$ cat config.mk
export PLATFORM = sky130hd
export DESIGN_NAME = four_level_page_table_walker_unit
export DESIGN_NICKNAME = d
export VERILOG_FILES = /design/src/rtl/core/pgtw_pkg.sv /design/src/rtl/core/pgtw_front.sv /design/src/rtl/core/pgtw_queue.sv /design/src/rtl/core/pgtw_back.sv /design/src/rtl/core/four_level_page_table_walker_unit.sv
export SDC_FILE = /design/constraint.sdc
export NUM_CORES = 1
export LEC_CHECK = 0
export BUFFER_PORTS_ARGS = -buffer_cell sky130_fd_sc_hd__buf_2
export CORE_ASPECT_RATIO = 1.5
export CORE_UTILIZATION = 39
export CTS_CLUSTER_DIAMETER = 80
export DETAILED_ROUTE_END_ITERATION = 10
export PLACE_DENSITY_LB_ADDON = 0.3
export SKIP_CTS_REPAIR_TIMING = 1
export SLEW_MARGIN = 40
export SYNTH_ARGS = -nofsm -noshare
export SYNTH_HDL_FRONTEND = slang
export SYNTH_SLANG_ARGS = --single-unit
$ cat constraint.sdc
create_clock -name clk -period 8.6 [get_ports clk]
set_input_delay 1.72 -clock clk [delete_from_list [all_inputs] [get_ports clk]]
set_output_delay 1.72 -clock clk [all_outputs]
set_load 0.03 [all_outputs]
$ cat src/rtl/core/pgtw_pkg.sv
// Package for the four-level page table walker: codes, queue entry and
// result types, walker states and address constants. No dependencies.
`timescale 1ns / 1ps

package pgtw_pkg;

	localparam int unsigned PHYS_ADDR_BITS = 48;
	localparam int unsigned VA_W           = 48;
	localparam int unsigned ENTRY_W        = 64;

	// Frame bits of an entry: PHYS_ADDR_BITS-1 down to 12, kept to the 48-bit result.
	localparam logic [63:0] FRAME_MASK_64 =
		((64'd1 << PHYS_ADDR_BITS) - 64'd1) & ~64'hFFF;
	localparam logic [VA_W-1:0] FRAME_MASK = FRAME_MASK_64[VA_W-1:0];

	localparam int unsigned PRESENT_POS = 0;
	localparam int unsigned LARGE_POS   = 7;

	localparam int unsigned QDEPTH = 4;
	localparam int unsigned QPTR_W = $clog2(QDEPTH);
	localparam int unsigned QCNT_W = $clog2(QDEPTH + 1);

	localparam logic KIND_REQ  = 1'b0;
	localparam logic KIND_RESP = 1'b1;

	localparam logic RK_READ = 1'b0;
	localparam logic RK_DONE = 1'b1;

	localparam logic [1:0] PS_4K = 2'd0;
	localparam logic [1:0] PS_2M = 2'd1;
	localparam logic [1:0] PS_1G = 2'd2;

	typedef enum logic [2:0] {
		WS_IDLE,
		WS_L0,
		WS_L1,
		WS_L2,
		WS_L3
	} walk_state_t;

	// One classified word in the queue. For a request, addr_a holds the
	// virtual address and addr_b the first entry address. For a response,
	// addr_b holds the frame and the flags say present and large page.
	typedef struct packed {
		logic            is_req;
		logic            present;
		logic            big_page;
		logic [VA_W-1:0] addr_a;
		logic [VA_W-1:0] addr_b;
	} queue_entry_t;

	typedef struct packed {
		logic            result_kind;
		logic [VA_W-1:0] read_addr;
		logic [VA_W-1:0] phys_addr;
		logic            fault;
		logic [1:0]      page_size;
	} result_t;

endpackage

$ cat src/rtl/core/pgtw_front.sv
// Front end of the walker: classifies each input word and precomputes what
// the back end needs. Depends on pgtw_pkg.
`timescale 1ns / 1ps

module pgtw_front import pgtw_pkg::*; (
	input  logic               kind,
	input  logic [VA_W-1:0]    virt_addr,
	input  logic [VA_W-1:0]    table_base,
	input  logic [ENTRY_W-1:0] read_data,
	input  logic               read_ok,
	output queue_entry_t       entry
);

	logic [ENTRY_W-1:0] pte;
	logic [VA_W-1:0]    top_addr;

	// A failed read is taken as the zero entry.
	assign pte      = read_ok ? read_data : '0;
	assign top_addr = table_base + {36'd0, virt_addr[47:39], 3'd0};

	always_comb begin
		entry.is_req   = (kind == KIND_REQ);
		entry.present  = pte[PRESENT_POS];
		entry.big_page = pte[LARGE_POS];
		entry.addr_a   = virt_addr;
		if (kind == KIND_REQ) begin
			entry.addr_b = top_addr;
		end else begin
			entry.addr_b = pte[VA_W-1:0] & FRAME_MASK;
		end
	end

endmodule

$ cat src/rtl/core/pgtw_queue.sv
// Short queue between the front and back ends of the walker.
// Depends on pgtw_pkg.
`timescale 1ns / 1ps

module pgtw_queue import pgtw_pkg::*; (
	input  logic         clk,
	input  logic         arst_n,
	input  logic         push,
	input  queue_entry_t push_data,
	input  logic         pop,
	output queue_entry_t pop_data,
	output logic         full,
	output logic         not_empty
);

	queue_entry_t            slots_q [QDEPTH];
	logic [QPTR_W-1:0]       wr_ptr_q;
	logic [QPTR_W-1:0]       rd_ptr_q;
	logic [QCNT_W-1:0]       count_q;

	assign full      = (count_q == QCNT_W'(QDEPTH));
	assign not_empty = (count_q != '0);
	assign pop_data  = slots_q[rd_ptr_q];

	always_ff @(posedge clk) begin
		if (push) begin
			slots_q[wr_ptr_q] <= push_data;
		end
	end

	always_ff @(posedge clk or negedge arst_n) begin
		if (!arst_n) begin
			wr_ptr_q <= '0;
			rd_ptr_q <= '0;
			count_q  <= '0;
		end else begin
			if (push) begin
				wr_ptr_q <= (wr_ptr_q == QPTR_W'(QDEPTH - 1)) ? '0 : wr_ptr_q + 1'b1;
			end
			if (pop) begin
				rd_ptr_q <= (rd_ptr_q == QPTR_W'(QDEPTH - 1)) ? '0 : rd_ptr_q + 1'b1;
			end
			if (push && !pop) begin
				count_q <= count_q + 1'b1;
			end else if (pop && !push) begin
				count_q <= count_q - 1'b1;
			end
		end
	end

endmodule

$ cat src/rtl/core/pgtw_back.sv
// Back end of the walker: walk state machine, address adder and the output
// register. Depends on pgtw_pkg.
`timescale 1ns / 1ps

module pgtw_back import pgtw_pkg::*; (
	input  logic         clk,
	input  logic         arst_n,
	input  logic         q_not_empty,
	input  queue_entry_t q_data,
	output logic         q_pop,
	output logic         out_valid,
	input  logic         out_stall,
	output result_t      result
);

	walk_state_t     state_q, state_d;
	logic [VA_W-1:0] va_q;
	logic            load_va;
	logic            emit;
	result_t         res_d;
	result_t         res_q;
	logic            out_valid_q;
	logic [VA_W-1:0] addend;
	logic [VA_W-1:0] sum_addr;
	logic [8:0]      idx;

	assign q_pop = q_not_empty && (!out_valid_q || !out_stall);

	// Index of the next level's entry, or page offset on a large or last page.
	always_comb begin
		case (state_q)
			WS_L0:   idx = va_q[38:30];
			WS_L1:   idx = va_q[29:21];
			default: idx = va_q[20:12];
		endcase
		addend = {36'd0, idx, 3'd0};
		if (state_q == WS_L3) begin
			addend = {36'd0, va_q[11:0]};
		end else if (q_data.big_page && state_q == WS_L1) begin
			addend = {18'd0, va_q[29:0]};
		end else if (q_data.big_page && state_q == WS_L2) begin
			addend = {27'd0, va_q[20:0]};
		end
	end

	assign sum_addr = q_data.addr_b + addend;

	always_comb begin
		state_d = state_q;
		load_va = 1'b0;
		emit    = 1'b0;
		res_d   = '0;
		if (q_pop) begin
			if (q_data.is_req) begin
				if (state_q == WS_IDLE) begin
					state_d         = WS_L0;
					load_va         = 1'b1;
					emit            = 1'b1;
					res_d.read_addr = q_data.addr_b;
				end
			end else if (state_q != WS_IDLE) begin
				emit = 1'b1;
				if (!q_data.present) begin
					state_d           = WS_IDLE;
					res_d.result_kind = RK_DONE;
					res_d.fault       = 1'b1;
				end else begin
					case (state_q)
						WS_L0: begin
							state_d         = WS_L1;
							res_d.read_addr = sum_addr;
						end
						WS_L1: begin
							if (q_data.big_page) begin
								state_d           = WS_IDLE;
								res_d.result_kind = RK_DONE;
								res_d.phys_addr   = sum_addr;
								res_d.page_size   = PS_1G;
							end else begin
								state_d         = WS_L2;
								res_d.read_addr = sum_addr;
							end
						end
						WS_L2: begin
							if (q_data.big_page) begin
								state_d           = WS_IDLE;
								res_d.result_kind = RK_DONE;
								res_d.phys_addr   = sum_addr;
								res_d.page_size   = PS_2M;
							end else begin
								state_d         = WS_L3;
								res_d.read_addr = sum_addr;
							end
						end
						default: begin
							state_d           = WS_IDLE;
							res_d.result_kind = RK_DONE;
							res_d.phys_addr   = sum_addr;
							res_d.page_size   = PS_4K;
						end
					endcase
				end
			end
		end
	end

	always_ff @(posedge clk or negedge arst_n) begin
		if (!arst_n) begin
			state_q     <= WS_IDLE;
			out_valid_q <= 1'b0;
		end else begin
			state_q <= state_d;
			if (emit) begin
				out_valid_q <= 1'b1;
			end else if (!out_stall) begin
				out_valid_q <= 1'b0;
			end
		end
	end

	always_ff @(posedge clk) begin
		if (load_va) begin
			va_q <= q_data.addr_a;
		end
		if (emit) begin
			res_q <= res_d;
		end
	end

	assign out_valid = out_valid_q;
	assign result    = res_q;

endmodule

$ cat src/rtl/core/four_level_page_table_walker_unit.sv
// Top level of the four-level page table walker: front end, queue and back end.
// Depends on pgtw_pkg, pgtw_front, pgtw_queue and pgtw_back.
`timescale 1ns / 1ps

// Usage. The input channel (in_valid / in_stall) carries one word a cycle:
// either a translation request (kind = 0, virt_addr, table_base) or a memory
// read response (kind = 1, read_data, read_ok). The output channel
// (out_valid / out_stall) carries memory read requests (result_kind = 0,
// read_addr) and finished translations (result_kind = 1, phys_addr,
// page_size or fault). The user returns one response for every read request.
// A request that arrives during a walk, and a response that arrives with no
// walk open, are dropped and give no output word.
// Throughput is one input word per cycle while in_stall is low. An accepted
// word goes into a four-entry queue; the back end takes one word a cycle from
// it while the output is not stalled, and each result it makes is held in the
// output register. The per-word cost is one pass through the walk state
// machine and its single address adder. When the receiver stalls, the output
// word holds and the queue fills; in_stall rises once all four entries are taken.
// Reset clears the walk state, the queue and the output valid flag; no walk is
// open afterwards.

module four_level_page_table_walker_unit import pgtw_pkg::*; (
	input  logic               clk,
	input  logic               arst_n,
	input  logic               in_valid,
	output logic               in_stall,
	input  logic               kind,
	input  logic [VA_W-1:0]    virt_addr,
	input  logic [VA_W-1:0]    table_base,
	input  logic [ENTRY_W-1:0] read_data,
	input  logic               read_ok,
	output logic               out_valid,
	input  logic               out_stall,
	output logic               result_kind,
	output logic [VA_W-1:0]    read_addr,
	output logic [VA_W-1:0]    phys_addr,
	output logic               fault,
	output logic [1:0]         page_size
);

	queue_entry_t front_entry;
	queue_entry_t q_data;
	logic         q_full;
	logic         q_not_empty;
	logic         q_pop;
	logic         push;
	result_t      result;

	// The front end classifies the word and computes the first entry address.
	pgtw_front u_front (
		.kind       (kind),
		.virt_addr  (virt_addr),
		.table_base (table_base),
		.read_data  (read_data),
		.read_ok    (read_ok),
		.entry      (front_entry)
	);

	assign in_stall = q_full;
	assign push     = in_valid && !q_full;

	pgtw_queue u_queue (
		.clk       (clk),
		.arst_n    (arst_n),
		.push      (push),
		.push_data (front_entry),
		.pop       (q_pop),
		.pop_data  (q_data),
		.full      (q_full),
		.not_empty (q_not_empty)
	);

	// The back end walks the levels and owns the output register.
	pgtw_back u_back (
		.clk         (clk),
		.arst_n      (arst_n),
		.q_not_empty (q_not_empty),
		.q_data      (q_data),
		.q_pop       (q_pop),
		.out_valid   (out_valid),
		.out_stall   (out_stall),
		.result      (result)
	);

	assign result_kind = result.result_kind;
	assign read_addr   = result.read_addr;
	assign phys_addr   = result.phys_addr;
	assign fault       = result.fault;
	assign page_size   = result.page_size;

endmodule
==> impl_metrics.yaml, run 1 <==
logic_synthesis:
  avgSynthCellArea_um2: 15.30
  yosysTopAreaCellShare: 0.6606
  synth_seq_cells: 510
  yosysWarnings: 0
  synth_largest_area_cell: "edfxtp_1"
  synth_cell_type_count: 70
  synth_seq_area_share: 0.6727
  synth_edf_count: 499
  synth_ff_type: "edfxtp_1"
  syn-cell-area_um2: 22680
  ys_async_sr_fraction: 0.02157
  synth_cells: 1483
  synth.area.top_cells: "edfxtp_1 (66%), mux4_2 (8.2%), ha_1 (2.6%), xor2_1 (2.1%), nand2_1 (1.9%)"
  synth_fp_nets: 1700
finish:
  final_common_cell: "edfxtp_1"
  fill_cells: 4997
  fin_util: 0.4617
  postLayoutCellArea_um2: 26400
  layout_common_cells: "edfxtp_1 (499), buf_2 (241), nand2_1 (116), nor2_1 (114), mux4_2 (83)"
  diodes: 0
  layout.nets: 1941
  drive_gt1_frac: 0.2507
  area_growth_syn_to_layout_pct: 16.36
  final_cell_count_no_fill: 2526
timing:
  skew_ns: 0.03660
  fin_hold_ws_ns: 0.4908
  tightest_slew_ns: 0.8425
  fmax_mhz: 180.5
  hold_viol_final: 0
  rsz0062_at_grt: "no"
  slew_violations: 0
  setup_viol: 0
  relSlewSlack: 0.4324
  final.period_utilization: 0.6444
  fin_setup_tns_ns: 0
  fin_crit_ns: 5.542
die:
  die_w_um: 198.9
  ioPinCount: 268
  core_area_um2: 57170
  fp.dieH_um: 297.4
  rows: 107
  die_area_um2: 59150
  start_util: 0.3968
worst_setup_path:
  ff2ff_path_depth: 14
  cpPeakStageDelay_ns: 0.86
  reg2reg_slack_ns: 3.06
  crit_arrival_ns: 5.84
  cpMaxStageDelayCell: "dfrtp_1"
  path_max_fanout: 24
  critical_path_class: "reg2reg"
  worstPathRequired_ns: 8.90
  end_kind: "flop"
  crit_path_start: "u_back.state_q[1]"
  path_cells: "nor2b_1 > and2_1 > a21o_1 > o21ai_0 > ha_1 > nand3_1 > nor3_1 > a211oi_2 > o311ai_2 > a31oi_2 > o31ai_4 > a32oi_1 > a21o_1 > a21o_1"
  crit_end: "u_back.result[85]"
  r2r_end: "u_back.result[85]"
  startpoint_type: "flop"
  worstReg2RegStart: "u_back.state_q[1]"
  path_common_cell: "a21o_1"
global_routing:
  grt.overflow.total: 0
  grt_pass1_wl_um: 82850
  antenna_found_initial: 4
  grt_pass1_vias: 13410
  grt_max_degree: 79
  grtUsageTotal: 0.1881
clock_tree:
  root_buffer: "clkbuf_16"
  cts_tree: "built"
  cts_buffer_depth: 3
  h-tree-depth: 2
  clock_sinks: 510
  clk_latency_ns: 0.58
  cts_buffers: 48
  clk_pin_slew_worst_paths_ns: 0.06
detailed_routing:
  wl_um: 55800
  drc_errors: 0
  drt_iter0_drc: 821
  firstDrtPassIters: 5
  wire_per_inst_um: 22.09
  ant_nets: 0
  viasPerCell: 5.308
  vias: 13410
power:
  p_clk_frac: 0.208
  p_int_mw: 6.241
  switching_share: 0.3849
  p_comb_frac: 0.399
  p_switching_mw: 3.905
  leakagePower_nw: 9.429
  pwr-share-seq: 0.393
  power.density_nw_per_um2: 384.4
  ir_drop_mv: 0.2129
placed_design:
  dp_cells: 2436
  hpwlAfterDp_um: 38960
  io_buffers: 241
  dpl-instance-area_um2: 24770
  place_congestion: 0.8546
flow_run:
  drv_cap: 0
hold_path:
  min_path_type: "reg2reg"
  worstHoldPathCells: 1
status:
  outcome: "finished clean"
## worst min-delay path by stage
stage | startpoint | end | slack, ns
floorplan | u_queue.count_q[2] | u_queue.count_q[2] | 0.46
global placement | u_queue.count_q[2] | u_queue.count_q[2] | 0.47
detailed placement | u_queue.count_q[2] | u_queue.count_q[2] | 0.48
CTS | u_queue.count_q[2] | u_queue.count_q[2] | 0.49
global route | u_queue.count_q[2] | u_queue.count_q[2] | 0.51
finish | u_queue.count_q[2] | u_queue.count_q[2] | 0.49
## cell families (layout without fill, tap and decap cells)
family / Yosys count / in the layout / synth area share
AOI/OAI and AO/OA: 264 / 264 / 0.07391
adders and majority gates: 51 / 51 / 0.02912
DFF: 510 / 510 / 0.6727
muxes: 92 / 92 / 0.09079
and+or+nand+nor: 389 / 389 / 0.08334
xor gates and xnor gates: 89 / 89 / 0.03436
buffers and inverters: 88 / 368 / 0.01578
## sequential cells by signal (all words and copies together) (netlist names)
name              count
u_queue.slots_q     360
u_back.result       100
u_back.va_q          39
u_back.state_q        3
u_queue.count_q       3
u_queue.rd_ptr_q      2
u_queue.wr_ptr_q      2
u_back.out_valid      1
## layout make-up
| class | instances | area [um2] | share of cell area |
|---|---|---|---|
| inverters | 21 | 78.83 | 0.002986 |
| multi-input cells | 885 | 7101 | 0.2690 |
| flip-flops and latches | 510 | 15270 | 0.5785 |
| repair buffers | 258 | 1398 | 0.05295 |
| well taps | 763 | 954.7 | 0.03617 |
| clock inverters | 27 | 260.3 | 0.009860 |
| clock buffers | 62 | 1335 | 0.05058 |
## per-layer routing
layer,up-vias,GRT usage,part of all wire
li1,6231,-,-
met2,409,0.3317,0.52
met5,-,0,0.00082
met4,8,0.07326,0.036
met1,6662,0.2301,0.40
met3,97,0.02653,0.048
## cells in the mapped netlist (2+ instances only)
cell / n
xor2_1: 54
edfxtp_1: 499
buf_1: 6
a21oi_1: 60
inv_1: 19
nand2b_1: 7
nor4_1: 4
nor2_1: 115
xnor2_1: 35
fa_1: 3
o211ai_1: 10
a22oi_1: 11
a21o_1: 29
mux2_2: 2
nand3_1: 22
a31oi_1: 15
and3_1: 21
nor3_1: 12
mux4_2: 83
ha_1: 48
dfrtp_1: 11
nand2_1: 116
mux4_1: 6
o221ai_1: 9
or3_1: 4
and2_1: 29
o21ai_1: 4
or2_2: 2
nand4_1: 16
o21bai_1: 4
buf_2: 13
a211oi_1: 6
nor2b_1: 26
clkinv_1: 2
and4_1: 4
clkbuf_1: 46
o21ai_0: 79
a211o_1: 5
o21a_1: 5
a22o_1: 6
o22ai_1: 5
a211oi_2: 2
## stage by stage
| step | setup WS [ns] | power [mW] |
|---|---|---|
| 2_1_floorplan | 1.193 | 6.829 |
| 3_3_place_gp | 3.108 | 8.023 |
| 3_5_place_dp | 3.061 | 8.121 |
| 4_1_cts | 3.020 | 10.25 |
| 5_1_grt | 2.592 | 10.66 |
| 6_report | 3.058 | 10.15 |
## power groups by stage
stage,Clock (mW),Combinational (mW),Sequential [mW]
3_5_place_dp,0,4.08,4.05
2_1_floorplan,0,2.39,4.44
6_report,2.11,4.05,3.99
4_1_cts,2.15,4.10,4.00
3_3_place_gp,0,3.99,4.03
5_1_grt,2.24,4.37,4.05
## worst max-delay path: cells and delay by family (launching register included)
family	cells	cell delay (ns)
AO/OA/AOI/OAI	9	2.74
AND/OR/NAND/NOR	4	1.23
flip-flops	1	0.86
adder cells (fa/ha/maj)	1	0.46
Power figures use the tool's default switching activity.
==> inputs of run 2 (changes only) <==
clock period = 5.1 ns   (was 8.6 ns; I/O delays follow)
==> run 2 against run 1 <==
Non-clock buffer count increased by 20. Critical endpoint is now u_back.result[39]. Core utilization increased by 0.31 points. Cell count increased by 0.83%. Clock power increased by 64%.
==> impl_metrics.yaml, run 2 (synthesis results as in run 1) <==
timing:
  fin_crit_ns: 4.756
  setup_viol: 0
  relSlewSlack: 0.4353
  hold_viol_final: 0
  slew_violations: 0
  fin_hold_ws_ns: 0.3477
  fin_setup_tns_ns: 0
  fmax_mhz: 210.2
  tightest_slew_ns: 0.8470
  skew_ns: 0.02944
  rsz0062_at_grt: "no"
  final.period_utilization: 0.9326
  fin_ws_ns: 0.3437
worst_setup_path:
  path_common_cell: "and2_1"
  ff2ff_path_depth: 16
  startpoint_type: "flop"
  cpPeakStageDelay_ns: 0.65
  cp.depth: 16
  path_cells: "mux4_2 > and2_1 > a21o_1 > and2_1 > ha_1 > fa_1 > a211oi_1 > o21bai_1 > a211oi_2 > o311ai_2 > a31oi_4 > o31ai_4 > buf_4 > a31oi_1 > xor2_1 > nor2_1"
  critPathTopFamily: "compound AO/OA/AOI/OAI gates"
  path_max_fanout: 14
  cpMaxStageDelayCell: "mux4_2"
  worst-path-buf-inv: 1
  end_kind: "flop"
  worstPathRequired_ns: 5.39
  crit_arrival_ns: 5.04
  critical_path_class: "reg2reg"
die:
  fp.dieH_um: 297.4
  core_area_um2: 57170
  rows: 107
  die_w_um: 198.9
  start_util: 0.3968
  die_area_um2: 59150
  ioPinCount: 268
clock_tree:
  cts_buffers: 48
  root_buffer: "clkbuf_16"
  cts_tree: "built"
  cts_buffer_depth: 3
  clk_latency_ns: 0.58
  clock_sinks: 510
  h-tree-depth: 2
  clk_pin_slew_worst_paths_ns: 0.06
finish:
  layout_common_cells: "edfxtp_1 (499), buf_2 (241), nand2_1 (116), nor2_1 (114), mux4_2 (83)"
  multi_input_area_um2: 7108
  final_common_cell: "edfxtp_1"
  diodes: 0
  drive_gt1_frac: 0.2556
  area_growth_syn_to_layout_pct: 17.13
  top_register: "u_queue.slots_q"
  largest_reg_flops: 360
  fill_cells: 4960
  layout.nets: 1961
  fin_util: 0.4648
  seqCellArea_um2: 15270
detailed_routing:
  wl_um: 55490
  vias: 13400
  wire_per_inst_um: 21.79
  ant_nets: 0
  viasPerCell: 5.260
  firstDrtPassIters: 5
  drc_errors: 0
  drt_iter0_drc: 772
power:
  ir_drop_mv: 0.3762
  power.density_nw_per_um2: 648.2
  leakagePower_nw: 9.529
  power_mw: 17.22
placed_design:
  hpwlAfterDp_um: 39050
  place_ws_ns: 0.1532
  place_congestion: 0.8831
  io_buffers: 241
global_routing:
  grt.overflow.total: 0
  grt_pass1_vias: 13370
  grt_max_degree: 93
  grt_pass1_wl_um: 82990
  antenna_found_initial: 0
  grtUsageTotal: 0.1890
hold_path:
  min_path_type: "in2async"
flow_run:
  drv_cap: 0
status:
  outcome: "finished clean"
==> run 2: changes by cell type in the layout (fill, tap and decap cells not counted), sizes merged <==
cell and change:
clkinv +1, bufinv +1, inv +1, buf +20, clkinvlp -2
==> run 2: layout make-up <==
cell class / instances / area share
sequential: 510 / 0.5746
timing repair buffer: 278 / 0.06131
multi-input combinational: 885 / 0.2675
tap: 763 / 0.03593
clock inverter: 28 / 0.01012
clock buffer: 62 / 0.04756
inverter: 21 / 0.002967
==> run 2: worst paths after layout <==
kind / from / endpoint / slack, ns
worst max-delay path: u_queue.rd_ptr_q[0] / u_back.result[39] / 0.34
worst min-delay path: arst_n / u_queue.wr_ptr_q[1] / 0.35
worst max register to register: u_queue.rd_ptr_q[0] / u_back.result[39] / 0.34
worst min register to register: u_back.out_valid / u_back.out_valid / 0.50
max in group asynchronous: arst_n / u_queue.rd_ptr_q[0] / 4.49
min in group clk: u_back.out_valid / u_back.out_valid / 0.50
==> run 2: metrics by stage <==
step                cell area (um2)  std cells
floorplan                     22690       1483
global placement              24960       2453
detailed placement            24990       2454
CTS                           26530       2544
global route                  26570       2547
finish                        26570       2547
==> run 2: where the power goes <==
group / internal [mW] / leakage (nW) / switching [mW]
clock network: 1.97 / 0.753 / 1.50
logic: 2.51 / 3.97 / 4.67
registers: 6.17 / 4.80 / 0.409
==> run 2: metal layers <==
metal	up-vias	track usage	wire, um
met4	0	0.06026	1510
met5	-	0	0
met3	72	0.02029	2192
li1	6279	-	-
met2	363	0.3469	29880
met1	6682	0.2286	21910
